--- src/rtl/core/ball_bounce_physics_step_defines.svh ---
// Assertion helpers for the bouncing ball core.
`ifndef BALL_BOUNCE_PHYSICS_STEP_DEFINES_SVH
`define BALL_BOUNCE_PHYSICS_STEP_DEFINES_SVH
`ifndef SYNTHESIS
`define BBP_ASSERT(lbl, clk, rst_n, prop, msg) \
    lbl: assert property (@(posedge clk) disable iff (!rst_n) prop) else $error(msg);
`define BBP_ASSERT_NR(lbl, clk, prop, msg) \
    lbl: assert property (@(posedge clk) prop) else $error(msg);
`else
`define BBP_ASSERT(lbl, clk, rst_n, prop, msg)
`define BBP_ASSERT_NR(lbl, clk, prop, msg)
`endif
`endif

--- src/rtl/core/bbp_pkg.sv ---
`default_nettype none
package bbp_pkg;
    localparam int unsigned CFG_IDX_W = 3;
    localparam logic [CFG_IDX_W-1:0] REG_ACCEL_X     = 3'd0;
    localparam logic [CFG_IDX_W-1:0] REG_ACCEL_Y     = 3'd1;
    localparam logic [CFG_IDX_W-1:0] REG_ACCEL_Z     = 3'd2;
    localparam logic [CFG_IDX_W-1:0] REG_RESTITUTION = 3'd3;
    localparam logic [CFG_IDX_W-1:0] REG_BALL_RADIUS = 3'd4;
    localparam logic [CFG_IDX_W-1:0] REG_REST_SPEED  = 3'd5;

    localparam logic signed [31:0] Q_MAX = 32'sh7FFF_FFFF;
    localparam logic signed [31:0] Q_MIN = 32'sh8000_0000;

    typedef enum logic [3:0] {
        ST_IDLE, ST_ADT, ST_VDT, ST_ADTDT, ST_UPD,
        ST_SQ, ST_SQRS, ST_CHECK, ST_REST, ST_DONE
    } state_t;

    // mul_sel choices for the shared multiplier
    typedef enum logic [2:0] {
        M_A_DT, M_V_DT, M_ADT_DT, M_V_SQ, M_RS_SQ, M_V_REST
    } mul_sel_t;

    typedef struct packed {
        logic       load;     // take load fields
        logic       clr_acc;
        logic       mul_en;
        mul_sel_t   mul_sel;
        logic [1:0] axis;
        logic       upd;      // write pos/vel of axis
        logic       bounce;   // vel_y <= scaled result
        logic       rest;     // stop ball
        logic       out_load; // latch result register
    } cmd_t;

    typedef struct packed {
        logic moving;
        logic hit;       // below plane and falling
        logic fast;      // speed2 above threshold
    } sts_t;

    function automatic logic signed [31:0] sat32(input logic signed [65:0] x);
        if (x > 66'(signed'(Q_MAX))) return Q_MAX;
        if (x < 66'(signed'(Q_MIN))) return Q_MIN;
        return x[31:0];
    endfunction
endpackage
`default_nettype wire

--- src/rtl/core/bbp_if.sv ---
`default_nettype none
interface bbp_in_if;
    logic               valid;
    logic               ready;
    logic               command;
    logic        [16:0] time_step;
    logic signed [31:0] load_pos_x, load_pos_y, load_pos_z;
    logic signed [31:0] load_vel_x, load_vel_y, load_vel_z;
    modport source(output valid, command, time_step, load_pos_x, load_pos_y, load_pos_z,
                   load_vel_x, load_vel_y, load_vel_z, input ready);
    modport sink(input valid, command, time_step, load_pos_x, load_pos_y, load_pos_z,
                 load_vel_x, load_vel_y, load_vel_z, output ready);
endinterface

interface bbp_out_if;
    logic               valid;
    logic               ready;
    logic signed [31:0] pos_x, pos_y, pos_z, vel_x, vel_y, vel_z;
    logic               bounced;
    logic               active;
    modport source(output valid, pos_x, pos_y, pos_z, vel_x, vel_y, vel_z, bounced, active,
                   input ready);
    modport sink(input valid, pos_x, pos_y, pos_z, vel_x, vel_y, vel_z, bounced, active,
                 output ready);
endinterface
`default_nettype wire

--- src/rtl/core/bbp_ctrl.sv ---
`default_nettype none
`include "ball_bounce_physics_step_defines.svh"
module bbp_ctrl (
    input  wire logic         clk,
    input  wire logic         rst_n,
    input  wire logic         in_valid,
    input  wire logic         in_command,
    output logic              in_ready,
    input  wire logic         out_free,
    input  wire bbp_pkg::sts_t sts,
    output bbp_pkg::cmd_t     cmd
);
    bbp_pkg::state_t state_reg, state_next;
    logic [1:0] axis_reg, axis_next;

    always_ff @(posedge clk or negedge rst_n)
    begin
        if (!rst_n)
        begin
            state_reg <= bbp_pkg::ST_IDLE;
            axis_reg  <= 2'd0;
        end
        else
        begin
            state_reg <= state_next;
            axis_reg  <= axis_next;
        end
    end

    assign in_ready = (state_reg == bbp_pkg::ST_IDLE) && out_free;

    always_comb
    begin
        state_next = state_reg;
        axis_next  = axis_reg;
        case (state_reg)
            bbp_pkg::ST_IDLE:
            begin
                axis_next = 2'd0;
                if (in_valid && in_ready)
                begin
                    if (in_command || !sts.moving) state_next = bbp_pkg::ST_DONE;
                    else                           state_next = bbp_pkg::ST_ADT;
                end
            end
            bbp_pkg::ST_ADT:   state_next = bbp_pkg::ST_VDT;
            bbp_pkg::ST_VDT:   state_next = bbp_pkg::ST_ADTDT;
            bbp_pkg::ST_ADTDT: state_next = bbp_pkg::ST_UPD;
            bbp_pkg::ST_UPD:
            begin
                if (axis_reg == 2'd2)
                begin
                    axis_next  = 2'd0;
                    state_next = sts.hit ? bbp_pkg::ST_SQ : bbp_pkg::ST_DONE;
                end
                else
                begin
                    axis_next  = axis_reg + 2'd1;
                    state_next = bbp_pkg::ST_ADT;
                end
            end
            bbp_pkg::ST_SQ:
            begin
                if (axis_reg == 2'd2) state_next = bbp_pkg::ST_SQRS;
                else                  axis_next = axis_reg + 2'd1;
            end
            bbp_pkg::ST_SQRS:  state_next = bbp_pkg::ST_CHECK;
            bbp_pkg::ST_CHECK: state_next = sts.fast ? bbp_pkg::ST_REST : bbp_pkg::ST_REST;
            bbp_pkg::ST_REST:  state_next = bbp_pkg::ST_DONE;
            bbp_pkg::ST_DONE:  state_next = bbp_pkg::ST_IDLE;
            default:           state_next = bbp_pkg::ST_IDLE;
        endcase
    end

    always_comb
    begin
        cmd          = '0;
        cmd.mul_sel  = bbp_pkg::M_A_DT;
        cmd.axis     = axis_reg;
        case (state_reg)
            bbp_pkg::ST_IDLE:
            begin
                cmd.load    = in_valid && in_ready && in_command;
                cmd.clr_acc = 1'b1;
            end
            bbp_pkg::ST_ADT:   begin cmd.mul_en = 1'b1; cmd.mul_sel = bbp_pkg::M_A_DT; end
            bbp_pkg::ST_VDT:   begin cmd.mul_en = 1'b1; cmd.mul_sel = bbp_pkg::M_V_DT; end
            bbp_pkg::ST_ADTDT: begin cmd.mul_en = 1'b1; cmd.mul_sel = bbp_pkg::M_ADT_DT; end
            bbp_pkg::ST_UPD:   cmd.upd = 1'b1;
            bbp_pkg::ST_SQ:    begin cmd.mul_en = 1'b1; cmd.mul_sel = bbp_pkg::M_V_SQ; end
            bbp_pkg::ST_SQRS:  begin cmd.mul_en = 1'b1; cmd.mul_sel = bbp_pkg::M_RS_SQ; end
            bbp_pkg::ST_CHECK: begin cmd.mul_en = 1'b1; cmd.mul_sel = bbp_pkg::M_V_REST; end
            bbp_pkg::ST_REST:
            begin
                cmd.bounce = sts.fast;
                cmd.rest   = !sts.fast;
            end
            bbp_pkg::ST_DONE:  cmd.out_load = 1'b1;
            default: ;
        endcase
    end

    `BBP_ASSERT(a_ready_idle, clk, rst_n, in_ready |-> state_reg == bbp_pkg::ST_IDLE, "ready outside idle")
    `BBP_ASSERT(a_done_back, clk, rst_n, state_reg == bbp_pkg::ST_DONE |=> state_reg == bbp_pkg::ST_IDLE, "done did not return")
    `BBP_ASSERT(a_axis, clk, rst_n, axis_reg != 2'd3, "axis out of range")
endmodule
`default_nettype wire

--- src/rtl/core/bbp_dp.sv ---
`default_nettype none
module bbp_dp (
    input  wire logic               clk,
    input  wire logic               rst_n,
    input  wire bbp_pkg::cmd_t      cmd,
    output bbp_pkg::sts_t           sts,
    input  wire logic               take,
    input  wire logic        [16:0] time_step,
    input  wire logic signed [31:0] ld_pos [3],
    input  wire logic signed [31:0] ld_vel [3],
    input  wire logic signed [31:0] accel [3],
    input  wire logic        [16:0] restitution,
    input  wire logic        [30:0] ball_radius,
    input  wire logic        [30:0] rest_speed,
    output logic signed [31:0]      pos [3],
    output logic signed [31:0]      vel [3],
    output logic                    moving
);
    logic signed [31:0] pos_reg [3];
    logic signed [31:0] vel_reg [3];
    logic               moving_reg;
    logic        [16:0] dt_reg;
    logic signed [33:0] adt_reg;        // floor(a*dt/2^16)
    logic signed [65:0] acc_reg;        // 2*v*dt + adt*dt
    logic        [65:0] sq_reg;
    logic        [61:0] rs2_reg;
    logic signed [65:0] prod_reg;
    logic signed [33:0] ma;
    logic signed [33:0] mb;
    logic signed [67:0] prod;

    assign pos    = pos_reg;
    assign vel    = vel_reg;
    assign moving = moving_reg;

    always_comb
    begin
        ma = 34'(signed'(accel[cmd.axis]));
        mb = 34'(signed'({1'b0, dt_reg}));
        case (cmd.mul_sel)
            bbp_pkg::M_A_DT:   ma = 34'(signed'(accel[cmd.axis]));
            bbp_pkg::M_V_DT:   ma = 34'(signed'(vel_reg[cmd.axis]));
            bbp_pkg::M_ADT_DT: ma = adt_reg;
            bbp_pkg::M_V_SQ:
            begin
                ma = 34'(signed'(vel_reg[cmd.axis]));
                mb = ma;
            end
            bbp_pkg::M_RS_SQ:
            begin
                ma = 34'({3'b0, rest_speed});
                mb = ma;
            end
            bbp_pkg::M_V_REST:
            begin
                ma = -34'(signed'(vel_reg[1]));
                mb = 34'({17'b0, restitution});
            end
            default: ;
        endcase
        prod = ma * mb;
    end

    // At most one multiply per state; each product is registered here for use
    // by a later state.
    always_ff @(posedge clk)
    begin
        if (take) dt_reg <= time_step;
        if (cmd.clr_acc) sq_reg <= '0;
        if (cmd.mul_en)
        begin
            case (cmd.mul_sel)
                bbp_pkg::M_A_DT:   adt_reg <= 34'(prod >>> 16);
                bbp_pkg::M_V_DT:   acc_reg <= 66'(prod <<< 1);
                bbp_pkg::M_ADT_DT: acc_reg <= acc_reg + 66'(prod);
                bbp_pkg::M_V_SQ:   sq_reg  <= sq_reg + 66'(prod);
                bbp_pkg::M_RS_SQ:  rs2_reg <= 62'(prod);
                bbp_pkg::M_V_REST: prod_reg <= 66'(prod >>> 16);
                default: ;
            endcase
        end
    end

    always_ff @(posedge clk or negedge rst_n)
    begin
        if (!rst_n)
        begin
            for (int i = 0; i < 3; i++)
            begin
                pos_reg[i] <= '0;
                vel_reg[i] <= '0;
            end
            moving_reg <= 1'b0;
        end
        else if (cmd.load)
        begin
            pos_reg    <= ld_pos;
            vel_reg    <= ld_vel;
            moving_reg <= 1'b1;
        end
        else if (cmd.upd)
        begin
            pos_reg[cmd.axis] <= bbp_pkg::sat32(66'(signed'(pos_reg[cmd.axis]))
                                               + (acc_reg >>> 17));
            vel_reg[cmd.axis] <= bbp_pkg::sat32(66'(signed'(vel_reg[cmd.axis]))
                                               + 66'(adt_reg));
        end
        else if (cmd.bounce)
        begin
            vel_reg[1] <= bbp_pkg::sat32(prod_reg);
        end
        else if (cmd.rest)
        begin
            for (int i = 0; i < 3; i++) vel_reg[i] <= '0;
            pos_reg[1] <= signed'({1'b0, ball_radius});
            moving_reg <= 1'b0;
        end
    end

    assign sts.moving = moving_reg;
    assign sts.hit  = (33'(signed'(pos_reg[1])) - 33'(signed'({2'b0, ball_radius})) < 0)
                   && vel_reg[1][31];
    assign sts.fast = sq_reg > 66'(rs2_reg);
endmodule
`default_nettype wire

--- src/rtl/core/ball_bounce_physics_step.sv ---
`default_nettype none
`include "ball_bounce_physics_step_defines.svh"
// Bouncing ball core, signed Q16.16. A load transaction sets state; a step
// transaction advances an active ball by dt with constant acceleration and
// handles a bounce on y=0. One result per transaction. Load and inactive
// steps skip the multiplier; an active step is bound by the single shared
// 34x34 multiplier that the sequencer walks over each axis. Output is a
// result register; the next transaction is taken once that register is
// free or being drained.
module ball_bounce_physics_step (
    input  wire logic        clk,
    input  wire logic        rst_n,
    bbp_in_if.sink           in_ch,
    bbp_out_if.source        out_ch,
    input  wire logic        cfg_we,
    input  wire logic [2:0]  cfg_index,
    input  wire logic [31:0] cfg_data
);
    logic signed [31:0] accel_reg [3];
    logic        [16:0] rest_reg;
    logic        [30:0] radius_reg;
    logic        [30:0] rspeed_reg;
    logic               ovalid_reg;
    logic               bounced_reg;
    logic               take;
    logic               out_free;
    bbp_pkg::cmd_t      cmd;
    bbp_pkg::sts_t      sts;
    logic signed [31:0] ld_pos [3];
    logic signed [31:0] ld_vel [3];
    logic signed [31:0] pos [3];
    logic signed [31:0] vel [3];
    logic               moving;

    always_ff @(posedge clk or negedge rst_n)
    begin
        if (!rst_n)
        begin
            accel_reg[0] <= '0;
            accel_reg[1] <= '0;
            accel_reg[2] <= '0;
            rest_reg     <= 17'd65536;
            radius_reg   <= 31'd65536;
            rspeed_reg   <= 31'd32768;
        end
        else if (cfg_we)
        begin
            case (cfg_index)
                bbp_pkg::REG_ACCEL_X:     accel_reg[0] <= cfg_data;
                bbp_pkg::REG_ACCEL_Y:     accel_reg[1] <= cfg_data;
                bbp_pkg::REG_ACCEL_Z:     accel_reg[2] <= cfg_data;
                bbp_pkg::REG_RESTITUTION: rest_reg     <= cfg_data[16:0];
                bbp_pkg::REG_BALL_RADIUS: radius_reg   <= cfg_data[30:0];
                bbp_pkg::REG_REST_SPEED:  rspeed_reg   <= cfg_data[30:0];
                default: ;
            endcase
        end
    end

    assign take     = in_ch.valid && in_ch.ready;
    assign out_free = !ovalid_reg || out_ch.ready;
    assign ld_pos   = '{in_ch.load_pos_x, in_ch.load_pos_y, in_ch.load_pos_z};
    assign ld_vel   = '{in_ch.load_vel_x, in_ch.load_vel_y, in_ch.load_vel_z};

    bbp_ctrl u_ctrl (
        .clk, .rst_n, .in_valid(in_ch.valid), .in_command(in_ch.command),
        .in_ready(in_ch.ready), .out_free, .sts, .cmd
    );

    bbp_dp u_dp (
        .clk, .rst_n, .cmd, .sts, .take, .time_step(in_ch.time_step),
        .ld_pos, .ld_vel, .accel(accel_reg), .restitution(rest_reg),
        .ball_radius(radius_reg), .rest_speed(rspeed_reg), .pos, .vel, .moving
    );

    // bounce flag: set by either bounce outcome, cleared per transaction
    always_ff @(posedge clk or negedge rst_n)
    begin
        if (!rst_n)                      bounced_reg <= 1'b0;
        else if (take)                   bounced_reg <= 1'b0;
        else if (cmd.bounce || cmd.rest) bounced_reg <= 1'b1;
    end

    always_ff @(posedge clk or negedge rst_n)
    begin
        if (!rst_n)             ovalid_reg <= 1'b0;
        else if (cmd.out_load)  ovalid_reg <= 1'b1;
        else if (out_ch.ready)  ovalid_reg <= 1'b0;
    end

    always_ff @(posedge clk)
    begin
        if (cmd.out_load)
        begin
            out_ch.pos_x   <= pos[0];
            out_ch.pos_y   <= pos[1];
            out_ch.pos_z   <= pos[2];
            out_ch.vel_x   <= vel[0];
            out_ch.vel_y   <= vel[1];
            out_ch.vel_z   <= vel[2];
            out_ch.bounced <= bounced_reg;
            out_ch.active  <= moving;
        end
    end

    assign out_ch.valid = ovalid_reg;

    `BBP_ASSERT(a_one_out, clk, rst_n, cmd.out_load |-> out_free, "result overwritten")
    `BBP_ASSERT(a_no_take_busy, clk, rst_n, take |=> !in_ch.ready, "second take while busy")
    `BBP_ASSERT(a_hold, clk, rst_n, ovalid_reg && !out_ch.ready |=> $stable(out_ch.pos_y), "result moved")
endmodule
`default_nettype wire
--- src/flat_wrapper.sv ---
// flat-port wrapper written by rule: the top's interface ports become plain ports
module ball_bounce_physics_step_flat 
  (clk, rst_n, cfg_we, cfg_index, cfg_data, in_ch_valid, in_ch_command, in_ch_time_step, in_ch_load_pos_x, in_ch_load_pos_y, in_ch_load_pos_z, in_ch_load_vel_x, in_ch_load_vel_y, in_ch_load_vel_z, in_ch_ready, out_ch_valid, out_ch_pos_x, out_ch_pos_y, out_ch_pos_z, out_ch_vel_x, out_ch_vel_y, out_ch_vel_z, out_ch_bounced, out_ch_active, out_ch_ready);
  bbp_in_if in_ch_i ();
  bbp_out_if out_ch_i ();
  input  wire logic clk;
  input  wire logic rst_n;
  input  wire logic cfg_we;
  input  wire logic [2:0] cfg_index;
  input  wire logic [31:0] cfg_data;
  input wire logic [$bits(in_ch_i.valid)-1:0] in_ch_valid;
  input wire logic [$bits(in_ch_i.command)-1:0] in_ch_command;
  input wire logic [$bits(in_ch_i.time_step)-1:0] in_ch_time_step;
  input wire logic [$bits(in_ch_i.load_pos_x)-1:0] in_ch_load_pos_x;
  input wire logic [$bits(in_ch_i.load_pos_y)-1:0] in_ch_load_pos_y;
  input wire logic [$bits(in_ch_i.load_pos_z)-1:0] in_ch_load_pos_z;
  input wire logic [$bits(in_ch_i.load_vel_x)-1:0] in_ch_load_vel_x;
  input wire logic [$bits(in_ch_i.load_vel_y)-1:0] in_ch_load_vel_y;
  input wire logic [$bits(in_ch_i.load_vel_z)-1:0] in_ch_load_vel_z;
  output wire logic [$bits(in_ch_i.ready)-1:0] in_ch_ready;
  output wire logic [$bits(out_ch_i.valid)-1:0] out_ch_valid;
  output wire logic [$bits(out_ch_i.pos_x)-1:0] out_ch_pos_x;
  output wire logic [$bits(out_ch_i.pos_y)-1:0] out_ch_pos_y;
  output wire logic [$bits(out_ch_i.pos_z)-1:0] out_ch_pos_z;
  output wire logic [$bits(out_ch_i.vel_x)-1:0] out_ch_vel_x;
  output wire logic [$bits(out_ch_i.vel_y)-1:0] out_ch_vel_y;
  output wire logic [$bits(out_ch_i.vel_z)-1:0] out_ch_vel_z;
  output wire logic [$bits(out_ch_i.bounced)-1:0] out_ch_bounced;
  output wire logic [$bits(out_ch_i.active)-1:0] out_ch_active;
  input wire logic [$bits(out_ch_i.ready)-1:0] out_ch_ready;
  assign in_ch_i.valid = in_ch_valid;
  assign in_ch_i.command = in_ch_command;
  assign in_ch_i.time_step = in_ch_time_step;
  assign in_ch_i.load_pos_x = in_ch_load_pos_x;
  assign in_ch_i.load_pos_y = in_ch_load_pos_y;
  assign in_ch_i.load_pos_z = in_ch_load_pos_z;
  assign in_ch_i.load_vel_x = in_ch_load_vel_x;
  assign in_ch_i.load_vel_y = in_ch_load_vel_y;
  assign in_ch_i.load_vel_z = in_ch_load_vel_z;
  assign in_ch_ready = in_ch_i.ready;
  assign out_ch_valid = out_ch_i.valid;
  assign out_ch_pos_x = out_ch_i.pos_x;
  assign out_ch_pos_y = out_ch_i.pos_y;
  assign out_ch_pos_z = out_ch_i.pos_z;
  assign out_ch_vel_x = out_ch_i.vel_x;
  assign out_ch_vel_y = out_ch_i.vel_y;
  assign out_ch_vel_z = out_ch_i.vel_z;
  assign out_ch_bounced = out_ch_i.bounced;
  assign out_ch_active = out_ch_i.active;
  assign out_ch_i.ready = out_ch_ready;
  ball_bounce_physics_step u_core (.clk(clk), .rst_n(rst_n), .in_ch(in_ch_i), .out_ch(out_ch_i), .cfg_we(cfg_we), .cfg_index(cfg_index), .cfg_data(cfg_data));
endmodule
--- config.mk ---
export PLATFORM = sky130hd
export DESIGN_NAME = ball_bounce_physics_step_flat
export DESIGN_NICKNAME = d
export VERILOG_FILES = /design/src/rtl/core/bbp_pkg.sv /design/src/rtl/core/bbp_if.sv /design/src/rtl/core/bbp_ctrl.sv /design/src/rtl/core/bbp_dp.sv /design/src/rtl/core/ball_bounce_physics_step.sv /design/src/flat_wrapper.sv
export VERILOG_INCLUDE_DIRS = /design/src /design/src/rtl/core
export SDC_FILE = /design/constraint.sdc
export NUM_CORES = 2
export LEC_CHECK = 0
export BUFFER_PORTS_ARGS = -buffer_cell sky130_fd_sc_hd__buf_2
export CAP_MARGIN = 20
export CORE_UTILIZATION = 30
export CTS_BUF_LIST = sky130_fd_sc_hd__clkbuf_8
export CTS_CLUSTER_DIAMETER = 40
export DETAILED_ROUTE_END_ITERATION = 16
export PLACE_DENSITY = 0.55
export REMOVE_ABC_BUFFERS = 1
export SYNTH_ARGS = -nofsm -noshare
export SYNTH_HDL_FRONTEND = slang
export SYNTH_SLANG_ARGS = --single-unit
--- constraint.sdc ---
create_clock -name clk -period 17.9 [get_ports clk]
set_clock_uncertainty 0.05 [all_clocks]
set_input_delay 0 -clock clk [delete_from_list [all_inputs] [get_ports clk]]
set_output_delay 0 -clock clk [all_outputs]
set_load 0.02 [all_outputs]
==> flow_metrics.py <==
metrics = {
    "clocking": {
        "cts_buffers": 167,
        "h-tree-depth": 4,
        "tritoncts": "done",
        "clockRootBuffer": "clkbuf_8",
        "insertion_delay_ns": 0.95,
        "cts_setup_buffers": 0,
        "clock_sinks": 867,
        "cts_buffer_depth": 4,
        "clk_pin_slew_ns": 0.06,
    },
    "worst_setup_path": {
        "worstPathMaxFanout": 22,
        "startpoint": "u_core.u_dp.vel[40]$_DFFE_PN0P_",
        "start_kind": "register",
        "worstReg2RegStart": "u_core.u_dp.vel[40]$_DFFE_PN0P_",
        "cpMaxStageDelayCell": "a221oi_1",
        "criticalPathCategory": "register to register",
        "crit_family": "adder cells",
        "cp_num_buf_inv": 9,
        "worstPathRequired_ns": 18.48,
        "cpPeakStageDelay_ns": 0.98,
        "end_kind": "register",
        "arrival_ns": 16.44,
    },
    "die": {
        "initial_core_util_pct": 30.2,
        "die_area_um2": 305000,
        "pin_count": 446,
        "die_x_um": 552,
        "core_um2": 300000,
        "rows": 201,
        "die_h_um": 552,
    },
    "timing": {
        "fmax_mhz": 63.1,
        "period_needed_ns": 15.85,
        "rsz0062_at_grt": "false",
        "maxSlewHeadroom_pct": 18.0,
        "setup_tns_ns": 0,
        "finalHoldViolCount": 0,
        "tightest_slew_ns": 1.23,
        "drv_slew": 0,
        "finalSetupViolCount": 0,
        "fin_crit_sh_pct": 88.6,
    },
    "global_route": {
        "grt_pass1_vias": 77400,
        "grt_usage_pct": 23.4,
        "grt_overflow": 0,
        "grt_util_met3_pct": 4.31,
        "met1_usage_pct": 29.1,
        "grt_pass1_wl_um": 524000,
        "grt_max_degree": 87,
        "met2_usage_pct": 37.6,
        "antenna_found_initial": 31,
        "gr-max-usage-layer": "met2",
    },
    "run": {
        "cap_violations": 0,
    },
    "yosys": {
        "synth_top_area_cell": "fa_1",
        "synth_cell_types": 98,
        "synth_area_leaders": "fa_1, edfxtp_1, dfrtp_1, ha_1, inv_1",
        "synth-async-reset-ratio_pct": 43.4,
        "synth_edf_count": 425,
        "synthesis.area_um2": 90700,
        "ys_seq_elements": 867,
        "synth_area_per_cell_um2": 9.50,
        "ys.flop_type": "edfxtp_1",
        "yosysSeqAreaShare_pct": 25.9,
        "synth_warnings": 0,
        "syn_inst": 9551,
        "synth_top_area_share_pct": 27.4,
    },
    "placed_design": {
        "gp_congestion": 0.962,
        "dpl.hpwl_um": 275000,
        "io_buffers": 445,
    },
    "final_layout": {
        "nFillCells": 30400,
        "fin_nets": 12400,
        "final_cell_mix": "inv_1, fa_1, nand2_1",
        "drive_gt1_share_pct": 11.3,
        "final_common_cell": "inv_1",
        "area_growth_syn_to_layout_pct": 17.8,
    },
    "routing": {
        "via_count": 76400,
        "drt.antenna.violating_nets": 0,
        "drc_errors": 0,
        "viasPerCell": 5.26,
        "drt_wl_total_um": 361000,
        "wl_per_cell_um": 24.9,
        "drt_pass1_iterations": 6,
        "dr.first_iter.drc_count": 7380,
    },
    "worst_hold_path": {
        "min_from": "in_ch_load_vel_y[8]",
        "min_path_type": "primary input to register",
    },
    "outcome": {
        "status": "completed",
    },
}
final cells by class:
type | instances | area (µm²) | area share [%]
multi-input cells | 6721 | 60300 | 56.4
flip-flops and latches | 867 | 23500 | 22.0
repair buffers | 1169 | 9030 | 8.45
inverters | 1491 | 5600 | 5.24
well taps | 3958 | 4950 | 4.63
clock buffers | 190 | 2620 | 2.45
clock inverters | 106 | 848 | 0.793
diodes | 14 | 35.0 | 0.0328
what timing repair did:
item | CTS | global route
gates resized for setup | 0 | 0
hold endpoints to repair | 638 | 0
hold buffers | 512 | 0
setup endpoints to repair | 0 | 0
metal layers:
metal  up-vias  routed length [µm]
met5         -                  56
met4         8               26600
met3       887               30100
met2      3622              164000
met1     38600              140000
li1      33300                   -
path summary, 6_finish.rpt:
path | to | slack (ns) | cells after the start
worst max-delay path | u_core.u_dp.acc_reg[65]$_DFFE_PP_ | 2.05 | 47
worst min-delay path | u_core.u_dp.vel[40]$_DFFE_PN0P_ | 0.04 | 5
worst max register to register | u_core.u_dp.acc_reg[65]$_DFFE_PP_ | 2.05 | 47
worst min register to register | u_core.out_ch.bounced$_DFFE_PP_ | 0.41 | 0
max in group asynchronous | u_core.u_dp.vel[79]$_DFFE_PN0P_ | 15.82 | 5
min in group asynchronous | u_core.u_dp.pos[25]$_DFFE_PN0P_ | 0.18 | 4
worst reg2reg max path: cells and delay by family, from the launching register on:
family / cells / cell delay, ns
fa+ha+maj: 10 / 5.04
compound gates: 11 / 4.17
simple gates: 13 / 3.94
buf+inv: 9 / 1.16
xor+xnor: 3 / 0.54
flops: 1 / 0.44
mux: 1 / 0.26
synth_stat cells, drive strengths merged (15+ instances only):
cell     instances
nand2         1221
and2            47
nor2           763
o21bai          62
o211ai          62
a211o           23
nor4            24
o22a            16
a22o            15
nand4           79
edfxtp         425
nor2b           48
o31ai           18
clkbuf         412
a31oi           62
mux2           153
o21ai          465
ha             517
o221ai          35
dfrtp          373
o2111ai         37
xnor2          170
fa            1240
inv           1489
o21a            51
nand2b          52
a221o           51
a221oi          89
xor2           118
buf             58
and3            80
dfxtp           66
a22oi           22
a21oi          456
nor3            50
a21o           221
nand3          108
or3             18
a211oi          38
o22ai           25
mux2i          115
through the flow:
| step | area (µm²) | utilization [%] | std cells | hold WS (ns) | worst slack (ns) |
|---|---|---|---|---|---|
| 2_1_floorplan | 88900 | - | 9079 | -0.346 | -0.0360 |
| 3_3_place_gp | 98200 | 32.7 | 13700 | 0.0253 | 2.23 |
| 3_5_place_dp | 98300 | 32.7 | 13700 | 0.0273 | 2.32 |
| 4_1_cts | 107000 | 35.6 | 14500 | 0.000672 | 2.26 |
| 5_1_grt | 107000 | 35.6 | 14500 | 0.0350 | 1.45 |
| 6_report | 107000 | 35.6 | 14500 | 0.0405 | 2.05 |
cells by family (layout without fill, tap and decap cells):
group                    after synthesis  after routing  share of synthesized area (%)
other                                  2             16                        0.00828
buffers and inverters               1963           2956                           8.22
flip-flops                           867            867                           25.9
multiplexers                         268            268                           3.17
XOR/XNOR                             289            289                           2.81
AO/OA/AOI/OAI                       1852           1852                           13.3
AND/OR/NAND/NOR                     2553           2553                           12.1
adder cells (fa/ha/maj)             1757           1757                           34.5
Power is not shown: default switching activity piles up to over one toggle a cycle in this logic, so the estimate is an artifact.
